$ cat src/ptq_pkg.sv
package ptq_pkg;

   localparam logic [1:0] OP_TICK   = 2'd0;
   localparam logic [1:0] OP_ADD    = 2'd1;
   localparam logic [1:0] OP_CANCEL = 2'd2;

   localparam logic [1:0] KIND_ACCEPTED = 2'd0;
   localparam logic [1:0] KIND_REFUSED  = 2'd1;
   localparam logic [1:0] KIND_EXPIRED  = 2'd2;

   typedef struct packed {
      logic [1:0]  op;
      logic [30:0] delay_ticks;
      logic [30:0] period_ticks;
      logic [31:0] target_id;
   } req_type;

   typedef struct packed {
      logic [1:0]  kind;
      logic [31:0] timer_id;
      logic        last;
   } rsp_type;

   typedef struct packed {
      logic wr_en;
      logic set_valid;
      logic clr_valid;
   } tbl_ctl_type;

endpackage

$ cat src/ptq_table.sv
module ptq_table
   import ptq_pkg::*;
#(
   parameter int CAPACITY    = 16,
   parameter int ENTRY_WIDTH = 95
) (
   input  logic                        clock,
   input  logic                        reset,
   input  tbl_ctl_type                 ctl,
   input  logic [$clog2(CAPACITY)-1:0] upd_addr,
   input  logic [ENTRY_WIDTH-1:0]      wr_data,
   input  logic [$clog2(CAPACITY)-1:0] rd_addr,
   output logic [ENTRY_WIDTH-1:0]      rd_data,
   output logic [CAPACITY-1:0]         valid_vec,
   output logic                        free_ok,
   output logic [$clog2(CAPACITY)-1:0] free_idx
);

   localparam int AW = $clog2(CAPACITY);

   logic [ENTRY_WIDTH-1:0] mem [CAPACITY];
   logic [ENTRY_WIDTH-1:0] rd_data_ff;
   logic [CAPACITY-1:0]    valid_ff;
   logic [CAPACITY-1:0]    valid_in;

   always_ff @(posedge clock) begin
      if (ctl.wr_en) begin
         mem[upd_addr] <= wr_data;
      end
      rd_data_ff <= mem[rd_addr];
   end

   always_comb begin
      valid_in = valid_ff;
      if (ctl.set_valid) begin
         valid_in[upd_addr] = 1'b1;
      end
      if (ctl.clr_valid) begin
         valid_in[upd_addr] = 1'b0;
      end
   end

   always_ff @(posedge clock) begin
      if (reset) begin
         valid_ff <= '0;
      end else begin
         valid_ff <= valid_in;
      end
   end

   always_comb begin
      free_ok  = 1'b0;
      free_idx = '0;
      for (int i = CAPACITY - 1; i >= 0; i--) begin
         if (!valid_ff[i]) begin
            free_ok  = 1'b1;
            free_idx = AW'(i);
         end
      end
   end

   assign rd_data   = rd_data_ff;
   assign valid_vec = valid_ff;

endmodule

$ cat src/periodic_timer_queue_unit.sv
// Add: the registered result appears in the next cycle; the block is ready again at once.
// Cancel: busy while one pass reads every slot from the table memory.
// Tick firing k timers: k scan passes, each ending in one result; one pass when none is due;
// each result needs a full pass over the single memory read port. A stopped tick does nothing.
// Results cannot be stalled. Reset is synchronous: valid bits and time clear at once, the
// identifier counter restarts at 1; the slot memory needs no clearing pass.
module periodic_timer_queue_unit
   import ptq_pkg::*;
#(
   parameter int CAPACITY   = 16,
   parameter int TIME_WIDTH = 32
) (
   input  logic    clock,
   input  logic    reset,
   input  logic    start,
   output logic    busy,
   input  req_type req_data,
   output logic    rsp_valid,
   output rsp_type rsp_data,
   input  logic    csr_we,
   input  logic    csr_wdata
);

   localparam int AW = $clog2(CAPACITY);
   localparam int CW = $clog2(CAPACITY + 1);

   typedef struct packed {
      logic [31:0]           id;
      logic [TIME_WIDTH-1:0] expiry;
      logic [30:0]           period;
   } slot_type;

   localparam int EW = $bits(slot_type);

   typedef enum logic [1:0] {
      S_IDLE,
      S_SCAN,
      S_EMIT
   } state_type;

   state_type             state_ff, state_in;
   logic [CW-1:0]         cnt_ff, cnt_in;
   logic [AW-1:0]         rd_idx_ff, rd_idx_in;
   logic                  tick_mode_ff, tick_mode_in;
   logic                  first_ff, first_in;
   logic [CAPACITY-1:0]   pend_ff, pend_in;
   logic                  found_ff, found_in;
   logic [AW-1:0]         best_idx_ff, best_idx_in;
   logic [TIME_WIDTH-1:0] best_age_ff, best_age_in;
   logic [31:0]           best_id_ff, best_id_in;
   logic [30:0]           best_period_ff, best_period_in;
   logic [31:0]           target_ff, target_in;
   logic [TIME_WIDTH-1:0] time_now_ff, time_now_in;
   logic [31:0]           next_id_ff, next_id_in;
   logic                  running_ff, running_in;
   logic                  rsp_valid_ff, rsp_valid_in;
   rsp_type               rsp_ff, rsp_in;

   tbl_ctl_type           ctl;
   logic [AW-1:0]         upd_addr;
   slot_type              wr_slot;
   logic [EW-1:0]         rd_data;
   slot_type              cur;
   logic [CAPACITY-1:0]   valid_vec;
   logic                  free_ok;
   logic [AW-1:0]         free_idx;
   logic [TIME_WIDTH-1:0] age;
   logic                  elig;
   logic [31:0]           id_inc;

   ptq_table #(
      .CAPACITY    (CAPACITY),
      .ENTRY_WIDTH (EW)
   ) u_table (
      .clock     (clock),
      .reset     (reset),
      .ctl       (ctl),
      .upd_addr  (upd_addr),
      .wr_data   (wr_slot),
      .rd_addr   (cnt_ff[AW-1:0]),
      .rd_data   (rd_data),
      .valid_vec (valid_vec),
      .free_ok   (free_ok),
      .free_idx  (free_idx)
   );

   assign cur    = slot_type'(rd_data);
   assign age    = time_now_ff - cur.expiry;
   assign id_inc = next_id_ff + 32'd1;

   always_comb begin
      state_in       = state_ff;
      cnt_in         = cnt_ff;
      rd_idx_in      = cnt_ff[AW-1:0];
      tick_mode_in   = tick_mode_ff;
      first_in       = first_ff;
      pend_in        = pend_ff;
      found_in       = found_ff;
      best_idx_in    = best_idx_ff;
      best_age_in    = best_age_ff;
      best_id_in     = best_id_ff;
      best_period_in = best_period_ff;
      target_in      = target_ff;
      time_now_in    = time_now_ff;
      next_id_in     = next_id_ff;
      running_in     = csr_we ? csr_wdata : running_ff;
      rsp_valid_in   = 1'b0;
      rsp_in         = rsp_ff;
      ctl            = '0;
      upd_addr       = best_idx_ff;
      wr_slot        = '0;
      elig           = 1'b0;

      unique case (state_ff)
         S_IDLE: begin
            if (start) begin
               unique case (req_data.op)
                  OP_TICK: begin
                     if (running_ff) begin
                        time_now_in  = time_now_ff + TIME_WIDTH'(1);
                        tick_mode_in = 1'b1;
                        first_in     = 1'b1;
                        found_in     = 1'b0;
                        cnt_in       = '0;
                        state_in     = S_SCAN;
                     end
                  end
                  OP_ADD: begin
                     rsp_valid_in = 1'b1;
                     rsp_in.last  = 1'b1;
                     if (running_ff && free_ok) begin
                        ctl.wr_en      = 1'b1;
                        ctl.set_valid  = 1'b1;
                        upd_addr       = free_idx;
                        wr_slot.id     = next_id_ff;
                        wr_slot.expiry = time_now_ff + TIME_WIDTH'(req_data.delay_ticks);
                        wr_slot.period = req_data.period_ticks;
                        next_id_in     = (id_inc == 32'd0) ? 32'd1 : id_inc;
                        rsp_in.kind     = KIND_ACCEPTED;
                        rsp_in.timer_id = next_id_ff;
                     end else begin
                        rsp_in.kind     = KIND_REFUSED;
                        rsp_in.timer_id = 32'd0;
                     end
                  end
                  OP_CANCEL: begin
                     target_in    = req_data.target_id;
                     tick_mode_in = 1'b0;
                     cnt_in       = '0;
                     state_in     = S_SCAN;
                  end
                  default: begin
                  end
               endcase
            end
         end
         S_SCAN: begin
            cnt_in = cnt_ff + CW'(1);
            if (cnt_ff != '0) begin
               if (tick_mode_ff) begin
                  elig = first_ff ? (valid_vec[rd_idx_ff] && !age[TIME_WIDTH-1])
                                  : pend_ff[rd_idx_ff];
                  if (first_ff) begin
                     pend_in[rd_idx_ff] = elig;
                  end
                  if (elig && (!found_ff || age > best_age_ff ||
                               (age == best_age_ff && cur.id < best_id_ff))) begin
                     found_in       = 1'b1;
                     best_idx_in    = rd_idx_ff;
                     best_age_in    = age;
                     best_id_in     = cur.id;
                     best_period_in = cur.period;
                  end
               end else if (valid_vec[rd_idx_ff] && cur.id == target_ff) begin
                  ctl.clr_valid = 1'b1;
                  upd_addr      = rd_idx_ff;
               end
               if (cnt_ff == CW'(CAPACITY)) begin
                  state_in = (tick_mode_ff && found_in) ? S_EMIT : S_IDLE;
               end
            end
         end
         S_EMIT: begin
            pend_in[best_idx_ff] = 1'b0;
            rsp_valid_in    = 1'b1;
            rsp_in.kind     = KIND_EXPIRED;
            rsp_in.timer_id = best_id_ff;
            rsp_in.last     = (pend_in == '0);
            if (best_period_ff != 31'd0) begin
               ctl.wr_en      = 1'b1;
               wr_slot.id     = best_id_ff;
               wr_slot.expiry = time_now_ff + TIME_WIDTH'(best_period_ff);
               wr_slot.period = best_period_ff;
            end else begin
               ctl.clr_valid = 1'b1;
            end
            first_in = 1'b0;
            found_in = 1'b0;
            cnt_in   = '0;
            state_in = (pend_in == '0) ? S_IDLE : S_SCAN;
         end
         default: begin
            state_in = S_IDLE;
         end
      endcase
   end

   always_ff @(posedge clock) begin
      if (reset) begin
         state_ff     <= S_IDLE;
         cnt_ff       <= '0;
         tick_mode_ff <= 1'b0;
         first_ff     <= 1'b0;
         pend_ff      <= '0;
         found_ff     <= 1'b0;
         time_now_ff  <= '0;
         next_id_ff   <= 32'd1;
         running_ff   <= 1'b1;
         rsp_valid_ff <= 1'b0;
      end else begin
         state_ff     <= state_in;
         cnt_ff       <= cnt_in;
         tick_mode_ff <= tick_mode_in;
         first_ff     <= first_in;
         pend_ff      <= pend_in;
         found_ff     <= found_in;
         time_now_ff  <= time_now_in;
         next_id_ff   <= next_id_in;
         running_ff   <= running_in;
         rsp_valid_ff <= rsp_valid_in;
      end
      rd_idx_ff      <= rd_idx_in;
      best_idx_ff    <= best_idx_in;
      best_age_ff    <= best_age_in;
      best_id_ff     <= best_id_in;
      best_period_ff <= best_period_in;
      target_ff      <= target_in;
      rsp_ff         <= rsp_in;
   end

   assign busy      = (state_ff != S_IDLE);
   assign rsp_valid = rsp_valid_ff;
   assign rsp_data  = rsp_ff;

endmodule

$ cat config.mk
export PLATFORM = sky130hd
export DESIGN_NAME = periodic_timer_queue_unit
export DESIGN_NICKNAME = d
export VERILOG_FILES = /design/src/ptq_pkg.sv /design/src/ptq_table.sv /design/src/periodic_timer_queue_unit.sv
export SDC_FILE = /design/constraint.sdc
export NUM_CORES = 2
export LEC_CHECK = 0
export BUFFER_PORTS_ARGS = -buffer_cell sky130_fd_sc_hd__clkbuf_2
export CORE_ASPECT_RATIO = 0.9
export CORE_MARGIN = 3
export CORE_UTILIZATION = 45
export CTS_BUF_LIST = sky130_fd_sc_hd__clkbuf_4 sky130_fd_sc_hd__clkbuf_8
export DETAILED_ROUTE_END_ITERATION = 8
export PLACE_DENSITY_LB_ADDON = 0.3
export SLEW_MARGIN = 30
export SYNTH_ARGS = -nofsm -noshare
export SYNTH_HDL_FRONTEND = slang
export SYNTH_HIERARCHICAL = 1
export SYNTH_SLANG_ARGS = --single-unit
$ cat constraint.sdc
create_clock -name clock -period 20.3 [get_ports clock]
set_input_delay 2.03 -clock clock [delete_from_list [all_inputs] [get_ports clock]]
set_output_delay 2.03 -clock clock [all_outputs]
set_load 0.02 [all_outputs]
**After elaboration in Yosys (flattened, before gate mapping)**

Memories as Yosys holds them, arrays and structs flattened. A register that Yosys moved wholly into a read port is not among the register bits.
Cells that the tools add are included.

- $add $sub $neg: 6
- Magnitude comparators: 8
- Equality and inequality tests: 18
- Multiplexer cells: 109
- Bitwise logic cells: 5
- Reduce and logical (&&, ||, !) cells: 35

Operators with widths:

| kind | number |
|---|---|
| $mux 95 | 4 |
| $pmux 95 s2 | 1 |
| $mux 4 | 22 |
| $mux 16 | 5 |
| $mux 35 | 2 |
| $pmux 35 s2 | 1 |
| $add 32x1->32 const B | 2 |
| $add 32x31->32 | 2 |
| $eq 32x32->1 | 2 |
| $mux 1 | 44 |
| $mux 33 | 1 |
| $and 16x16->16 | 2 |
| $gt 32x32->1 | 1 |
| $logic_not 32->1 | 1 |
| $lt 32x32->1 | 1 |
| $mux 32 | 1 |
| $not 16->16 | 2 |
| $pmux 16 s2 | 1 |
| $sub 32x32->32 | 1 |
| $reduce_bool 31->1 | 1 |
| $reduce_and 4->1 | 7 |
| $bwmux 16 | 1 |
| $logic_not 16->1 | 1 |
| $mux 2 | 8 |
| other kinds (30) | 67 |

- Register bits after elaboration: 278
- Bits in writable memories: 1,520
- Input port bits: 101
- Output and inout bits: 37
- Memories kept: 1

Memories:

| name | words | bits a word | rd ports | clocked after memory_dff | write ports | line | source |
|---|---|---|---|---|---|---|---|
| u_table.mem | 16 | 95 | 1 | 1 | 1 | ptq_table.sv:21 | `logic [ENTRY_WIDTH-1:0] mem [CAPACITY];` |

**Longest topological paths before layout**

- Word-level depth: 29
- Mapped depth: 21
- Gate-level depth less buffers: 21

**Cells and area by module**

Netlist, hierarchy kept.

Modules (own cells, without submodules):

| module | instances | cells each | area each (um^2) | sequential area each (um^2) |
|---|---|---|---|---|
| ptq_table | 1 | 2,534 | 59,484.6 | 47,865.9 |
| periodic_timer_queue_unit | 1 | 2,071 | 18,835.6 | 6,906.6 |

**Least setup slack after synthesis**

Ideal clock, no wire load.

- Kind: reg2reg
- From: register time_now_ff[0]
- To: register best_age_ff[0], enable pin
- Arrival: 9.020 ns
- Path slack: 10.664 ns
- Stages on the path, launching flop included: 22
- Buffers on the path: 0
- Cell sequence: dfxtp_1 -> inv_1 -> ha_1 -> fa_1 -> nor2b_1 -> o2111a_1 -> nor4b_1 -> o21ai_1 -> o2111ai_1 -> a21oi_1 -> o41ai_2 -> nand3_1 -> o311ai_0 -> ha_1 -> nand4_1 -> nor3_1 -> nand3_1 -> nor3_1 -> o2111ai_1 -> a2111oi_0 -> o21ai_0 -> a31oi_1

- Cells in the longest elaborated chain, start to end: 6

RTL lines:

| what | line | source |
|---|---|---|
| start, declared | periodic_timer_queue_unit.sv:53 | `logic [TIME_WIDTH-1:0] time_now_ff, time_now_in;` |
| start signal, assigned | periodic_timer_queue_unit.sv:227 | `time_now_ff <= time_now_in;` |
| $sub 32x32->32 (*) | periodic_timer_queue_unit.sv:88 | `assign age = time_now_ff - cur.expiry;` |
| net age[30] | periodic_timer_queue_unit.sv:67 | `logic [TIME_WIDTH-1:0] age;` |
| $gt 32x32->1 or $eq 32x32->1 (tied branches) | periodic_timer_queue_unit.sv:166, periodic_timer_queue_unit.sv:167 |  |
| $logic_or 1x1->1 or $logic_and 1x1->1 (tied branches) | periodic_timer_queue_unit.sv:166, periodic_timer_queue_unit.sv:167 |  |
| $logic_or 1x1->1 (*) | periodic_timer_queue_unit.sv:166 | `if (elig && (!found_ff \|\| age > best_age_ff \|\|` |
| $logic_and 1x1->1 (*) | periodic_timer_queue_unit.sv:166 |  |
| $reduce_and 4->1 (no line) (*) | n/a |  |
| end signal, assigned | periodic_timer_queue_unit.sv:234 | `best_age_ff <= best_age_in;` |
| end, declared | periodic_timer_queue_unit.sv:49 | `logic [TIME_WIDTH-1:0] best_age_ff, best_age_in;` |

The timed path passes the listed nets; every way through them passes the cells marked *.
A chain may end at the register's enable or synchronous reset.

**Final worst setup path**

- From: register time_now_ff[0]
- To: register best_period_ff[24], enable pin

- Cells in the longest elaborated chain, start to end: 6

RTL lines:

| what | line | source |
|---|---|---|
| $sub 32x32->32 (*) | periodic_timer_queue_unit.sv:88 |  |
| net age[30] | periodic_timer_queue_unit.sv:67 |  |
| $gt 32x32->1 or $eq 32x32->1 (tied branches) | periodic_timer_queue_unit.sv:166, periodic_timer_queue_unit.sv:167 |  |
| $logic_or 1x1->1 or $logic_and 1x1->1 (tied branches) | periodic_timer_queue_unit.sv:166, periodic_timer_queue_unit.sv:167 |  |
| $logic_or 1x1->1 (*) | periodic_timer_queue_unit.sv:166 |  |
| $logic_and 1x1->1 (*) | periodic_timer_queue_unit.sv:166 |  |
| $reduce_and 4->1 (no line) (*) | n/a |  |
| end signal, assigned | periodic_timer_queue_unit.sv:236 | `best_period_ff <= best_period_in;` |
| end, declared | periodic_timer_queue_unit.sv:51 | `logic [30:0] best_period_ff, best_period_in;` |

Marked as above.

==> flow_metrics.py <==
metrics = {
    "run_status": {
        "outcome": "finished clean",
    },
    "sta": {
        "finalWorstSetupSlack_ns": 13.48,
        "hold_viol": 0,
        "min_period_ns": 6.82,
        "fin_worst_skew_ns": 0.0883,
        "setup_viol": 0,
        "period_share": 0.336,
        "hold_slack_ns": 0.396,
        "final.setup.tns_ns": 0,
        "rsz0062_at_grt": "no",
        "drv_slew": 0,
        "maxSlewHeadroom": 0.319,
        "tightest_slew_ns": 1.02,
        "fmax_ghz": 0.147,
    },
    "logic_synthesis": {
        "syn_area_per_cell_um2": 17.0,
        "synth_ff_type": "edfxtp_1",
        "synth_largest_area_cell": "edfxtp_1",
        "synth.top_cell.area_share": 0.646,
        "synth_top_family_by_area": "multiplexers",
        "yosysUniqueCellTypes": 94,
        "yosysWarningCount": 6,
        "yosysSeqAreaShare": 0.699,
        "synth_common_cells": "edfxtp_1 (1686), mux4_2 (390), nand2_1 (297), dfxtp_1 (207), a22oi_1 (193)",
        "synthArstFlopShare": 0,
        "synthSimpleGateAreaFrac": 0.0496,
        "muxShareOfSynthArea": 0.114,
        "synth_compound_area_frac": 0.0697,
        "yosys-top-cells-area": "edfxtp_1 (65%), mux4_2 (11%), dfxtp_1 (5.3%), ha_1 (2.6%), a22oi_1 (1.8%)",
        "yosys.area_share.adder": 0.0270,
        "synth_xor_area_frac": 0.0173,
        "syn_inst": 4605,
        "ys_seq_elements": 1893,
        "synth_edf_count": 1686,
        "synth_nets": 4873,
        "yosysMostFrequentCell": "edfxtp_1",
        "syn_area_um2": 78300,
    },
    "setup_path": {
        "worstRegToRegCells": 22,
        "slowest_stage": "a2111oi_1",
        "endpoint_kind": "flop",
        "crit_path_max_incr_delay_ns": 0.54,
        "cp_max_fo": 34,
        "worstPathArrival_ns": 7.49,
        "ff2ff_setup_slack_ns": 13.48,
        "worst-path-stages": 22,
        "start_kind": "flop",
        "worstPathRequired_ns": 20.97,
        "worstPathCellList": "inv_1 -> ha_1 -> fa_1 -> nor2b_1 -> o2111a_1 -> nor4b_1 -> o21ai_1 -> o2111ai_1 -> a21oi_1 -> o41ai_2 -> o311ai_0 -> ha_1 -> nand4_1 -> nor3_1 -> nand3_1 -> nor3_1 -> o2111ai_1 -> a2111oi_1 -> o21ai_0 -> a31oi_4 -> buf_4 -> buf_12",
        "worst-path-buf-inv": 3,
        "crit_type": "reg -> reg",
        "cp_top_family": "compound AO/OA/AOI/OAI gates",
    },
    "route": {
        "via_per_inst": 5.95,
        "final_antenna_net_count": 0,
        "route.vias.total": 44300,
        "dr.first_iter.drc_count": 5069,
        "wire_per_inst_um": 27.0,
        "drc_errors": 0,
        "drt_wl_total_um": 201000,
        "dr.pass1.iters": 6,
    },
    "worst_hold_path": {
        "min_path_type": "reg -> reg",
        "hold_depth": 0,
    },
    "floorplanning": {
        "io_pins": 138,
        "die-area_um2": 179000,
        "initial_core_util": 0.455,
        "core-area_um2": 172000,
        "die_y_um": 402,
        "fp.dieW_um": 446,
        "fp-row-count": 144,
    },
    "cts": {
        "cts.repair.resized": 0,
        "cts-htree-levels": 5,
        "cts_buffers": 319,
        "insertion_delay_ns": 1.01,
        "ctsHoldBuffers": 0,
        "clkTransAtPathRegs_ns": 0.06,
        "cts_tree": "done",
        "cts_buffer_depth": 4,
        "clk_root_buffer_cell": "clkbuf_8",
        "clock-sinks": 1893,
        "post_cts_buffers": 0,
    },
    "cells_and_area": {
        "layout.nets": 5208,
        "nFillCells": 13800,
        "regArea_um2": 54800,
        "drive_gt1_frac": 0.239,
        "syn2layout_area_growth_pct": 12.6,
        "multi_input_area_um2": 22000,
    },
    "grt": {
        "grt_pass1_vias": 44200,
        "grt_pass1_wl_um": 296000,
        "antenna_found_initial": 8,
        "grt_max_degree": 100,
        "grt_overflow": 0,
        "track_usage": 0.223,
    },
    "power_and_ir_drop": {
        "power_leakage_nw": 28.7,
        "p_per_area_nw_per_um2": 93.4,
        "vdd_ir_drop_max_mv": 0.0566,
    },
    "run": {
        "cap_violations": 0,
    },
    "placement": {
        "gp_congestion": 0.914,
        "hpwl_um": 124000,
        "post-place-ws_ns": 13.25,
        "portBuffers": 137,
    },
}
[layout make-up]
type,instances,area share
antenna,6,0.000170
clock buffer,464,0.0641
clock inverter,86,0.00712
inverter,156,0.00667
multi-input combinational,2334,0.250
sequential,1893,0.621
tap,2263,0.0321
timing repair buffer,236,0.0190
[worst reg2reg max path, stage by stage, from the launching register on]
cell and delay, ns:
dfxtp_1 0.47, inv_1 0.09, ha_1 0.24, fa_1 0.41, nor2b_1 0.17, o2111a_1 0.27, nor4b_1 0.08, o21ai_1 0.37
o2111ai_1 0.21, a21oi_1 0.31, o41ai_2 0.12, o311ai_0 0.43, ha_1 0.21, nand4_1 0.13, nor3_1 0.30, nand3_1 0.28
nor3_1 0.31, o2111ai_1 0.16, a2111oi_1 0.54, o21ai_0 0.22, a31oi_4 0.33, buf_4 0.52, buf_12 0.31
[path summary, 6_finish.rpt]
kind | startpoint | endpoint
setup / recovery | time_now_ff[0] | best_period_ff[24]
hold / removal | u_table/rd_data[29] | best_period_ff[29]
setup reg to reg | time_now_ff[0] | best_period_ff[24]
hold reg to reg | u_table/rd_data[29] | best_period_ff[29]
[layout by cell type (no fill, tap or decap), types with 52 or more instances in the layout]
cell / count
clkbuf_4: 118
nand3_1: 55
ha_1: 163
nor3_1: 52
a22oi_1: 193
nor2_1: 157
xnor2_1: 83
xor2_1: 72
clkbuf_8: 346
dfxtp_1: 204
a21oi_1: 152
mux4_2: 390
edfxtp_1: 1686
o21ai_0: 129
clkbuf_2: 136
nand2_1: 297
buf_4: 83
inv_1: 153
[registers in the layout, indices dropped and copies added, names as in the netlist]
| signal | cells |
|---|---|
| u_table/valid_vec | 16 |
| best_idx_ff | 4 |
| next_id_ff | 32 |
| running_ff | 1 |
| found_ff | 1 |
| tick_mode_ff | 1 |
| rd_idx_ff | 4 |
| u_table/mem | 1520 |
| state_ff | 2 |
| best_id_ff | 32 |
| best_age_ff | 32 |
| best_period_ff | 31 |
| time_now_ff | 32 |
| target_ff | 32 |
| first_ff | 1 |
| rsp_valid | 1 |
| cnt_ff | 5 |
| u_table/rd_data | 95 |
| pend_ff | 16 |
| rsp_data | 35 |
[cells by family (layout without fill, tap and decap cells)]
| group | count (synthesis) | after routing |
|---|---|---|
| flip-flops | 1893 | 1893 |
| other | 0 | 6 |
| multiplexers | 402 | 402 |
| buffers and inverters | 378 | 942 |
| AO/OA/AOI/OAI | 810 | 810 |
| AND/OR/NAND/NOR | 800 | 800 |
| XOR/XNOR | 155 | 155 |
| adder cells (fa/ha/maj) | 167 | 167 |
[where the power goes]
part / leakage [nW] / internal [W] / switching (W)
clock: 3.34 / 0.00189 / 0.00146
combinational: 8.99 / 0.000261 / 0.000313
sequential: 16.4 / 0.00426 / 0.0000442
[stage by stage]
| step | total power, W | cell area (um2) | instances | util |
|---|---|---|---|---|
| 4_1_cts | 0.00831 | 88000 | 7428 | 0.512 |
| 6_report | 0.00823 | 88200 | 7438 | 0.512 |
| 3_3_place_gp | 0.00496 | 81400 | 6868 | 0.473 |
| 3_5_place_dp | 0.00496 | 81800 | 6878 | 0.475 |
| 2_1_floorplan | 0.00480 | 78300 | 4605 | - |
| 5_1_grt | 0.00853 | 88200 | 7433 | 0.512 |
[layer usage]
metal  share of wire  track usage  vias to the layer above
li1                -            -                    19200
met1            0.42        0.320                    22800
met2            0.47        0.350                     2023
met3           0.081       0.0413                      303
met4           0.026       0.0665                        0
met5               0            0                        -
(Power assumes the default switching activity.)
